$ cat src/hdl/cmp_pkg.sv
package cmp_pkg;

    // Cell geometry
    localparam int MAX_CELL_SIDE = 1024;
    localparam int SIDE_W        = 11;              // register and side width
    localparam int CNT_W         = 10;              // column / row counter width
    localparam int OFS_W         = CNT_W + 2;       // signed half-pixel offset
    localparam int SQ_W          = 2 * (OFS_W - 1); // one squared offset
    localparam int SUM_W         = SQ_W + 1;        // dx*dx + dy*dy
    localparam int FRAC_SHIFT    = 16;              // 8 fraction bits of root

    // Square root chain
    localparam int ROOT_W = (SUM_W + FRAC_SHIFT + 1) / 2;
    localparam int RAD_W  = 2 * ROOT_W;
    localparam int REM_W  = ROOT_W + 1;
    localparam int CUR_W  = REM_W + 2;

    // Configuration port
    localparam int CFG_IDX_W = 2;
    localparam logic [CFG_IDX_W-1:0] REG_CELL_WIDTH  = 2'd0;
    localparam logic [CFG_IDX_W-1:0] REG_CELL_HEIGHT = 2'd1;
    localparam logic [SIDE_W-1:0]    SIDE_RESET      = 11'd64;

    // Pixel and geometry data that rides along with the root
    typedef struct packed {
        logic [7:0]        red;
        logic [7:0]        green;
        logic [7:0]        blue;
        logic [7:0]        alpha;
        logic              last;
        logic [SIDE_W-1:0] side;
    } t_side;

    // Zero acts as one, anything above the maximum acts as the maximum.
    function automatic logic [SIDE_W-1:0] eff_side(input logic [SIDE_W-1:0] v);
        logic [SIDE_W-1:0] res;
        if (v == '0) begin
            res = SIDE_W'(1);
        end else if (v > SIDE_W'(MAX_CELL_SIDE)) begin
            res = SIDE_W'(MAX_CELL_SIDE);
        end else begin
            res = v;
        end
        return res;
    endfunction

endpackage

$ cat src/hdl/circle_mask_premultiply_core.sv
// Pipeline: 3 geometry stages, 20 square-root cells and 4 shading stages between an
//   accepted input transaction and its output transaction.
// Throughput: one pixel per cycle; the whole pipeline holds while the output
//   register is full and stalled, set by that single output register.
// Reset (i_rst_n low, synchronous): pipeline emptied, column/row counters cleared,
//   cell width and height back to 64.
module circle_mask_premultiply_core (
    input  logic                            i_clk,
    input  logic                            i_rst_n,
    // pixel input
    input  logic                            i_valid,
    output logic                            o_stall,
    input  logic [7:0]                      i_in_red,
    input  logic [7:0]                      i_in_green,
    input  logic [7:0]                      i_in_blue,
    input  logic [7:0]                      i_in_alpha,
    // pixel output
    output logic                            o_valid,
    input  logic                            i_stall,
    output logic [7:0]                      o_out_red,
    output logic [7:0]                      o_out_green,
    output logic [7:0]                      o_out_blue,
    output logic [7:0]                      o_out_alpha,
    output logic                            o_out_last,
    // configuration writes
    input  logic                            i_cfg_valid,
    output logic                            o_cfg_ready,
    input  logic [cmp_pkg::CFG_IDX_W-1:0]   i_cfg_index,
    input  logic [cmp_pkg::SIDE_W-1:0]      i_cfg_data
);

    localparam int N_CELLS = cmp_pkg::ROOT_W;

    // Config registers. Writes are always taken; unknown indexes are dropped.
    logic [cmp_pkg::SIDE_W-1:0] r_cell_width;
    logic [cmp_pkg::SIDE_W-1:0] r_cell_height;

    // Global advance: every stage moves together unless the output register
    // holds a transaction the sink is stalling.
    logic adv;

    logic                       geom_valid;
    cmp_pkg::t_side             geom_side;
    logic [cmp_pkg::SUM_W-1:0]  geom_sum;

    // square-root chain taps, index 0 is the chain input
    logic                       c_valid [N_CELLS+1];
    logic [cmp_pkg::REM_W-1:0]  c_rem   [N_CELLS+1];
    logic [cmp_pkg::ROOT_W-1:0] c_root  [N_CELLS+1];
    logic [cmp_pkg::RAD_W-1:0]  c_rad   [N_CELLS+1];
    cmp_pkg::t_side             c_side  [N_CELLS+1];

    assign o_cfg_ready = 1'b1;

    always_ff @(posedge i_clk) begin
        if (!i_rst_n) begin
            r_cell_width  <= cmp_pkg::SIDE_RESET;
            r_cell_height <= cmp_pkg::SIDE_RESET;
        end else if (i_cfg_valid && o_cfg_ready) begin
            if (i_cfg_index == cmp_pkg::REG_CELL_WIDTH) begin
                r_cell_width <= i_cfg_data;
            end else if (i_cfg_index == cmp_pkg::REG_CELL_HEIGHT) begin
                r_cell_height <= i_cfg_data;
            end
        end
    end

    assign adv     = !o_valid || !i_stall;
    assign o_stall = !adv;

    // Counters, half-pixel offsets, squared distance
    cmp_geom u_geom (
        .i_clk         (i_clk),
        .i_rst_n       (i_rst_n),
        .i_adv         (adv),
        .i_valid       (i_valid),
        .i_red         (i_in_red),
        .i_green       (i_in_green),
        .i_blue        (i_in_blue),
        .i_alpha       (i_in_alpha),
        .i_cell_width  (r_cell_width),
        .i_cell_height (r_cell_height),
        .o_valid       (geom_valid),
        .o_side        (geom_side),
        .o_sum         (geom_sum)
    );

    // Radicand is the squared distance with 16 zero fraction bits, so the
    // root comes out in half pixels with 8 fraction bits.
    assign c_valid[0] = geom_valid;
    assign c_rem[0]   = '0;
    assign c_root[0]  = '0;
    assign c_rad[0]   = cmp_pkg::RAD_W'({geom_sum, cmp_pkg::FRAC_SHIFT'(0)});
    assign c_side[0]  = geom_side;

    // One root bit per cell, most significant first
    for (genvar k = 0; k < N_CELLS; k++) begin : g_cell
        cmp_sqrt_cell u_cell (
            .i_clk   (i_clk),
            .i_rst_n (i_rst_n),
            .i_adv   (adv),
            .i_valid (c_valid[k]),
            .i_rem   (c_rem[k]),
            .i_root  (c_root[k]),
            .i_rad   (c_rad[k]),
            .i_side  (c_side[k]),
            .o_valid (c_valid[k+1]),
            .o_rem   (c_rem[k+1]),
            .o_root  (c_root[k+1]),
            .o_rad   (c_rad[k+1]),
            .o_side  (c_side[k+1])
        );
    end

    // Coverage, premultiply, rounding, output register.
    // The final remainder and radicand taps are not needed past the chain.
    cmp_shade u_shade (
        .i_clk   (i_clk),
        .i_rst_n (i_rst_n),
        .i_adv   (adv),
        .i_valid (c_valid[N_CELLS] && (c_rad[N_CELLS] == '0 || c_rem[N_CELLS] >= '0)),
        .i_root  (c_root[N_CELLS]),
        .i_side  (c_side[N_CELLS]),
        .o_valid (o_valid),
        .o_red   (o_out_red),
        .o_green (o_out_green),
        .o_blue  (o_out_blue),
        .o_alpha (o_out_alpha),
        .o_last  (o_out_last)
    );

endmodule

$ cat src/hdl/cmp_geom.sv
module cmp_geom (
    input  logic                          i_clk,
    input  logic                          i_rst_n,
    input  logic                          i_adv,
    input  logic                          i_valid,
    input  logic [7:0]                    i_red,
    input  logic [7:0]                    i_green,
    input  logic [7:0]                    i_blue,
    input  logic [7:0]                    i_alpha,
    input  logic [cmp_pkg::SIDE_W-1:0]    i_cell_width,
    input  logic [cmp_pkg::SIDE_W-1:0]    i_cell_height,
    output logic                          o_valid,
    output cmp_pkg::t_side                o_side,
    output logic [cmp_pkg::SUM_W-1:0]     o_sum
);

    logic [cmp_pkg::CNT_W-1:0]          r_col, n_col;
    logic [cmp_pkg::CNT_W-1:0]          r_row, n_row;
    logic [cmp_pkg::SIDE_W-1:0]         w_eff, h_eff;
    logic                               end_row, last;
    logic signed [cmp_pkg::OFS_W-1:0]   dx, dy;
    logic signed [2*cmp_pkg::OFS_W-1:0] sqx_full, sqy_full;
    cmp_pkg::t_side                     side_in;

    // stage 1: offsets
    logic                               r_v1;
    logic signed [cmp_pkg::OFS_W-1:0]   r_dx, r_dy;
    cmp_pkg::t_side                     r_side1;
    // stage 2: squares
    logic                               r_v2;
    logic [cmp_pkg::SQ_W-1:0]           r_sqx, r_sqy;
    cmp_pkg::t_side                     r_side2;
    // stage 3: sum
    logic                               r_v3;
    logic [cmp_pkg::SUM_W-1:0]          r_sum;
    cmp_pkg::t_side                     r_side3;

    assign w_eff = cmp_pkg::eff_side(i_cell_width);
    assign h_eff = cmp_pkg::eff_side(i_cell_height);

    assign end_row = {1'b0, r_col} >= (w_eff - cmp_pkg::SIDE_W'(1));
    assign last    = end_row && ({1'b0, r_row} >= (h_eff - cmp_pkg::SIDE_W'(1)));

    // half-pixel offsets from the cell center
    assign dx = $signed({1'b0, r_col, 1'b1}) - $signed({1'b0, w_eff});
    assign dy = $signed({1'b0, r_row, 1'b1}) - $signed({1'b0, h_eff});

    always_comb begin
        side_in.red   = i_red;
        side_in.green = i_green;
        side_in.blue  = i_blue;
        side_in.alpha = i_alpha;
        side_in.last  = last;
        side_in.side  = (w_eff < h_eff) ? w_eff : h_eff;
    end

    always_comb begin
        n_col = r_col;
        n_row = r_row;
        if (i_valid && i_adv) begin
            if (last) begin
                n_col = '0;
                n_row = '0;
            end else if (end_row) begin
                n_col = '0;
                n_row = r_row + cmp_pkg::CNT_W'(1);
            end else begin
                n_col = r_col + cmp_pkg::CNT_W'(1);
            end
        end
    end

    assign sqx_full = r_dx * r_dx;
    assign sqy_full = r_dy * r_dy;

    always_ff @(posedge i_clk) begin
        if (!i_rst_n) begin
            r_col <= '0;
            r_row <= '0;
            r_v1  <= 1'b0;
            r_v2  <= 1'b0;
            r_v3  <= 1'b0;
        end else begin
            r_col <= n_col;
            r_row <= n_row;
            if (i_adv) begin
                r_v1 <= i_valid;
                r_v2 <= r_v1;
                r_v3 <= r_v2;
            end
        end
    end

    always_ff @(posedge i_clk) begin
        if (i_adv) begin
            r_dx    <= dx;
            r_dy    <= dy;
            r_side1 <= side_in;
            r_sqx   <= sqx_full[cmp_pkg::SQ_W-1:0];
            r_sqy   <= sqy_full[cmp_pkg::SQ_W-1:0];
            r_side2 <= r_side1;
            r_sum   <= {1'b0, r_sqx} + {1'b0, r_sqy};
            r_side3 <= r_side2;
        end
    end

    assign o_valid = r_v3;
    assign o_side  = r_side3;
    assign o_sum   = r_sum;

endmodule

$ cat src/hdl/cmp_sqrt_cell.sv
module cmp_sqrt_cell (
    input  logic                           i_clk,
    input  logic                           i_rst_n,
    input  logic                           i_adv,
    input  logic                           i_valid,
    input  logic [cmp_pkg::REM_W-1:0]      i_rem,
    input  logic [cmp_pkg::ROOT_W-1:0]     i_root,
    input  logic [cmp_pkg::RAD_W-1:0]      i_rad,
    input  cmp_pkg::t_side                 i_side,
    output logic                           o_valid,
    output logic [cmp_pkg::REM_W-1:0]      o_rem,
    output logic [cmp_pkg::ROOT_W-1:0]     o_root,
    output logic [cmp_pkg::RAD_W-1:0]      o_rad,
    output cmp_pkg::t_side                 o_side
);

    logic [cmp_pkg::CUR_W-1:0]  cur, trial, diff;
    logic                       take;
    logic                       r_valid;
    logic [cmp_pkg::REM_W-1:0]  r_rem;
    logic [cmp_pkg::ROOT_W-1:0] r_root;
    logic [cmp_pkg::RAD_W-1:0]  r_rad;
    cmp_pkg::t_side             r_side;

    // bring down the next two radicand bits, try root*4+1
    assign cur   = {i_rem, i_rad[cmp_pkg::RAD_W-1 -: 2]};
    assign trial = cmp_pkg::CUR_W'({i_root, 2'b01});
    assign take  = cur >= trial;
    assign diff  = cur - trial;

    always_ff @(posedge i_clk) begin
        if (!i_rst_n) begin
            r_valid <= 1'b0;
        end else if (i_adv) begin
            r_valid <= i_valid;
        end
    end

    always_ff @(posedge i_clk) begin
        if (i_adv) begin
            r_rem  <= take ? diff[cmp_pkg::REM_W-1:0] : cur[cmp_pkg::REM_W-1:0];
            r_root <= {i_root[cmp_pkg::ROOT_W-2:0], take};
            r_rad  <= {i_rad[cmp_pkg::RAD_W-3:0], 2'b00};
            r_side <= i_side;
        end
    end

    assign o_valid = r_valid;
    assign o_rem   = r_rem;
    assign o_root  = r_root;
    assign o_rad   = r_rad;
    assign o_side  = r_side;

endmodule

$ cat src/hdl/cmp_shade.sv
module cmp_shade (
    input  logic                        i_clk,
    input  logic                        i_rst_n,
    input  logic                        i_adv,
    input  logic                        i_valid,
    input  logic [cmp_pkg::ROOT_W-1:0]  i_root,
    input  cmp_pkg::t_side              i_side,
    output logic                        o_valid,
    output logic [7:0]                  o_red,
    output logic [7:0]                  o_green,
    output logic [7:0]                  o_blue,
    output logic [7:0]                  o_alpha,
    output logic                        o_last
);

    localparam int DIFF_W = cmp_pkg::ROOT_W + 1;

    logic signed [DIFF_W-1:0] diff;
    logic [8:0]               cov;
    logic [23:0]              cp_r, cp_g, cp_b;
    logic [15:0]              a_rnd;
    logic [7:0]               q_r, q_g, q_b;

    // coverage stage
    logic           r_v1;
    logic [8:0]     r_cov;
    cmp_pkg::t_side r_side1;
    // alpha * coverage
    logic           r_v2;
    logic [15:0]    r_prod;
    cmp_pkg::t_side r_side2;
    // color * alpha * coverage, scaled down by 256
    logic           r_v3;
    logic [15:0]    r_t_r, r_t_g, r_t_b;
    logic [7:0]     r_alpha3;
    logic           r_last3;
    // output register
    logic           r_v4;
    logic [7:0]     r_red, r_green, r_blue, r_alpha;
    logic           r_last;

    // radius*2 in half pixels, 8 fraction bits, minus the root
    assign diff = $signed({1'b0, cmp_pkg::ROOT_W'({i_side.side, 8'd0})}) -
                  $signed({1'b0, i_root});

    always_comb begin
        if (diff <= 0) begin
            cov = 9'd0;
        end else if (diff >= DIFF_W'(512)) begin
            cov = 9'd256;
        end else begin
            cov = {1'b0, diff[8:1]};
        end
    end

    assign cp_r  = (24'(r_side2.red)   * 24'(r_prod)) + 24'd32640;
    assign cp_g  = (24'(r_side2.green) * 24'(r_prod)) + 24'd32640;
    assign cp_b  = (24'(r_side2.blue)  * 24'(r_prod)) + 24'd32640;
    assign a_rnd = r_prod + 16'd128;

    // floor(t / 255): reciprocal estimate, then one correction step
    function automatic logic [7:0] div255(input logic [15:0] t);
        logic [23:0] est;
        logic [7:0]  q0;
        logic [15:0] rem;
        est = {t, 8'd0} + 24'(t);
        q0  = est[23:16];
        rem = t - ({q0, 8'd0} - 16'(q0));
        return (rem >= 16'd255) ? q0 + 8'd1 : q0;
    endfunction

    assign q_r = div255(r_t_r);
    assign q_g = div255(r_t_g);
    assign q_b = div255(r_t_b);

    always_ff @(posedge i_clk) begin
        if (!i_rst_n) begin
            r_v1 <= 1'b0;
            r_v2 <= 1'b0;
            r_v3 <= 1'b0;
            r_v4 <= 1'b0;
        end else if (i_adv) begin
            r_v1 <= i_valid;
            r_v2 <= r_v1;
            r_v3 <= r_v2;
            r_v4 <= r_v3;
        end
    end

    always_ff @(posedge i_clk) begin
        if (i_adv) begin
            r_cov    <= cov;
            r_side1  <= i_side;
            r_prod   <= {8'd0, r_side1.alpha} * {7'd0, r_cov};
            r_side2  <= r_side1;
            r_t_r    <= cp_r[23:8];
            r_t_g    <= cp_g[23:8];
            r_t_b    <= cp_b[23:8];
            r_alpha3 <= a_rnd[15:8];
            r_last3  <= r_side2.last;
            r_red    <= q_r;
            r_green  <= q_g;
            r_blue   <= q_b;
            r_alpha  <= r_alpha3;
            r_last   <= r_last3;
        end
    end

    assign o_valid = r_v4;
    assign o_red   = r_red;
    assign o_green = r_green;
    assign o_blue  = r_blue;
    assign o_alpha = r_alpha;
    assign o_last  = r_last;

endmodule

$ cat config.mk
export PLATFORM = sky130hd
export DESIGN_NAME = circle_mask_premultiply_core
export DESIGN_NICKNAME = d
export VERILOG_FILES = /design/src/hdl/cmp_pkg.sv /design/src/hdl/circle_mask_premultiply_core.sv /design/src/hdl/cmp_geom.sv /design/src/hdl/cmp_sqrt_cell.sv /design/src/hdl/cmp_shade.sv
export SDC_FILE = /design/constraint.sdc
export NUM_CORES = 2
export LEC_CHECK = 0
export ABC_CLOCK_PERIOD_IN_PS = 160700
export BUFFER_PORTS_ARGS = -buffer_cell sky130_fd_sc_hd__buf_2
export CORE_UTILIZATION = 51
export CTS_CLUSTER_DIAMETER = 150
export DETAILED_ROUTE_END_ITERATION = 16
export PLACE_DENSITY = 0.68
export SLEW_MARGIN = 0
export SYNTH_ARGS = -nofsm -noshare
export SYNTH_HDL_FRONTEND = slang
export SYNTH_SLANG_ARGS = --single-unit
$ cat constraint.sdc
create_clock -name i_clk -period 160.7 [get_ports i_clk]
set_input_delay 16.07 -clock i_clk [delete_from_list [all_inputs] [get_ports i_clk]]
set_output_delay 16.07 -clock i_clk [all_outputs]
set_load 0.01 [all_outputs]
==> flow_summary.ini <==
[status]
status = finished clean

[routing]
drtAntennaViolNets = 0
drc = 0
drt_pre_antenna_iters = 8
vias = 58300
wl_um = 177000
drtIter0Drc = 3212
routedWlPerCell_um = 15.8
vias_per_cell = 5.21

[pwr]
p_leak_nw = 50.3
vdd_drop_max_uv = 58.9
powerDensity_nw_per_um2 = 17.9

[synth]
yosys.area_share.adder_pct = 18.3
synth_compound_area_share_pct = 5.94
synth_cell_types = 98
synthMuxAreaShare_pct = 0.877
synth_simple_gate_area_share_pct = 9.30
synth-seq-area-share_pct = 57.2
async_flop_share_pct = 0
synth_ff_type = edfxtp_1
synth-seq-cells = 2045
synth_top_family_by_area = adder cells
synth_xor_area_share_pct = 4.01
syn_inst = 8056
yosys_warnings = 0
syn_nets = 9338
syn_area_um2 = 106000
synth_area_per_cell_um2 = 13.2
synth-edff-count = 1976

[cts]
cts_buffer_depth = 3
cts_tree = yes
postCtsSetupBuffers = 0
clock_latency_ps = 840
htreeDepth = 4
cts.sinks = 2045
root_buffer = clkbuf_16
cts_buffers = 209
clk_pin_slew_ps = 60
hold_buffers = 0
cts_resized = 0

[sta]
fin_crit_sh_pct = 20.6
hold_slack_ps = 387
hold_viol = 0
maxSlewViolCount = 0
slew_headroom_pct = 18.6
fmax_mhz = 30.2
max_slew.worst_pin.slew_ps = 1220
grt_setup_unrepaired = false
setup_tns_ps = 0
min_period_ps = 33120
final-setup-viol-count = 0
finClkSkew_ps = 35.2

[global_route]
grt_overflow = 0
grt_first_pass_wirelength_um = 295000
grtUsageTotal_pct = 17.1
antenna_found_initial = 0
grt_pass1_vias = 60200
grt_start_max_net_pins = 91

[worst_setup_path]
worst_ep_required_time_ps = 144630
cpMostUsedCell = buf_2
rr_endpoint = u_shade.r_t_g[15]
cp_max_fo = 34
path_cells = buf_2 > nand2_4 > inv_2 > buf_2
slowest_stage = inv_2
r2r-start = u_shade.r_prod[0]
rr_worst_depth = 16
r2r_slack_ps = 154320
crit_path_end_kind = output pin
worst_setup_path_start_kind = input pin
worstPathArrival_ps = 17050
cp_slowest_stage_delay_ps = 440
crit_type = in -> out

[placement]
gp_congestion = 0.873
dp_hpwl_um = 126000
io_buffers = 84

[floorplanning]
io_pins = 86
rows = 167
coreArea_um2 = 207000
die-height_um = 458
dieArea_um2 = 210000
fp.dieW_um = 458
start_util_pct = 51.3

[min_path]
holdPathStages = 0
hold_path.startpoint = g_cell[6].u_cell.o_rad[35]
min_to = g_cell[7].u_cell.o_rad[37]
min_path_type = reg -> reg

[cells_and_area]
final_cell_mix = edfxtp_1 (1976), inv_1 (1083), ha_1 (703), nand2_1 (637), fa_1 (529)
drive_above_1_share_pct = 6.63
syn2layout_area_growth_pct = 10.1
multi_input_area_um2 = 40800
final_common_cell = edfxtp_1
final.fill_count = 16400
regArea_um2 = 60700
nNetsFinal = 9528
diodes = 0

[job]
maxCapViolCount = 0
==> cells in the mapped netlist, types with 28 or more instances <==
library cell  count  share of area, %
a21oi_1         263               1.2
nor4_1           50              0.29
o21bai_1         28              0.20
nor2_1          338               1.2
dfxtp_1          69               1.3
clkbuf_1        147              0.52
ha_1            703               8.3
inv_1          1083               3.8
o21ai_0         232               1.1
or3_1            28              0.16
and3_1           54              0.32
o21a_1           84              0.59
a21boi_0         45              0.32
mux2_2           44              0.47
mux2i_1          42              0.40
nor2b_1          83              0.49
xnor2_1         285               2.4
xor2_1          197               1.6
nor3_1          141              0.66
fa_1            529                10
and2_1          331               2.0
o31ai_1          32              0.23
nand2_1         638               2.3
nand2b_1         92              0.54
nand3_1          87              0.41
a21o_1           96              0.68
edfxtp_1       1976                56
nand4_1          39              0.23
==> per-stage QoR <==
stage	power, mW	worst slack, ps	instance area [um^2]	util (%)	instances
2_1_floorplan	1.43	87980	106000	-	8056
3_3_place_gp	1.62	127550	110000	53.1	10800
3_5_place_dp	1.64	127540	110000	53.1	10800
4_1_cts	2.13	127540	117000	56.5	11200
5_1_grt	2.26	127450	117000	56.5	11200
6_report	2.10	127580	117000	56.5	11200
==> where the power goes <==
part / total [mW] / internal, mW / switching (mW)
clock network: 0.484 / 0.282 / 0.202
registers: 0.792 / 0.738 / 0.0544
logic: 0.822 / 0.363 / 0.458
==> per-layer routing <==
layer  part of all wire [%]  GRT usage [%]  vias to the layer above
li1                       -              -                    28400
met1                     42           21.2                    28600
met2                     51           30.4                      992
met3                    3.8           2.56                      362
met4                    3.3           6.32                        0
met5                      0              0                        -
==> layout make-up <==
class	count	share of cell area [%]
multi-input combinational	4767	34.9
timing repair buffer	136	0.694
tap	2788	2.98
clock buffer	248	4.66
sequential	2045	51.9
clock inverter	137	1.33
inverter	1087	3.49
==> worst max-delay path, delay by kind of cell <==
family | cells | cell delay [ps]
buf+inv | 3 | 750
simple gates | 1 | 230
==> kinds of logic after synthesis <==
family / after synthesis
compound gates: 978
xor+xnor: 484
fa+ha+maj: 1232
buf+inv: 1244
flops: 2045
mux: 87
other cells: 2
simple gates: 1984
==> sequential cells by signal, indices dropped and copies added (netlist names), 16 cells and up <==
| signal | count |
|---|---|
| g_cell.u_cell.o_valid | 20 |
| u_geom.r_side2 | 44 |
| u_shade.r_side2 | 25 |
| u_shade.r_t_r | 16 |
| u_geom.r_sqx | 21 |
| g_cell.u_cell.o_rad | 132 |
| u_shade.r_side1 | 33 |
| g_cell.u_cell.o_root | 210 |
| u_geom.o_side | 44 |
| u_shade.r_t_g | 16 |
| u_shade.r_t_b | 16 |
| g_cell.u_cell.o_side | 880 |
| u_shade.r_prod | 16 |
| g_cell.u_cell.o_rem | 360 |
| u_geom.r_sqy | 21 |
| u_geom.r_side1 | 44 |
| u_geom.o_sum | 23 |
==> worst max-delay path by stage <==
stage,from,to,slack [ps]
global route,i_stall,o_stall,127450
CTS,i_stall,o_stall,127540
floorplan,i_stall,g_cell[0].u_cell.o_rad[18],87980
global placement,i_stall,o_stall,127550
detailed placement,i_stall,o_stall,127540
finish,i_stall,o_stall,127580
Note: power is estimated with default switching activity, not from simulation.
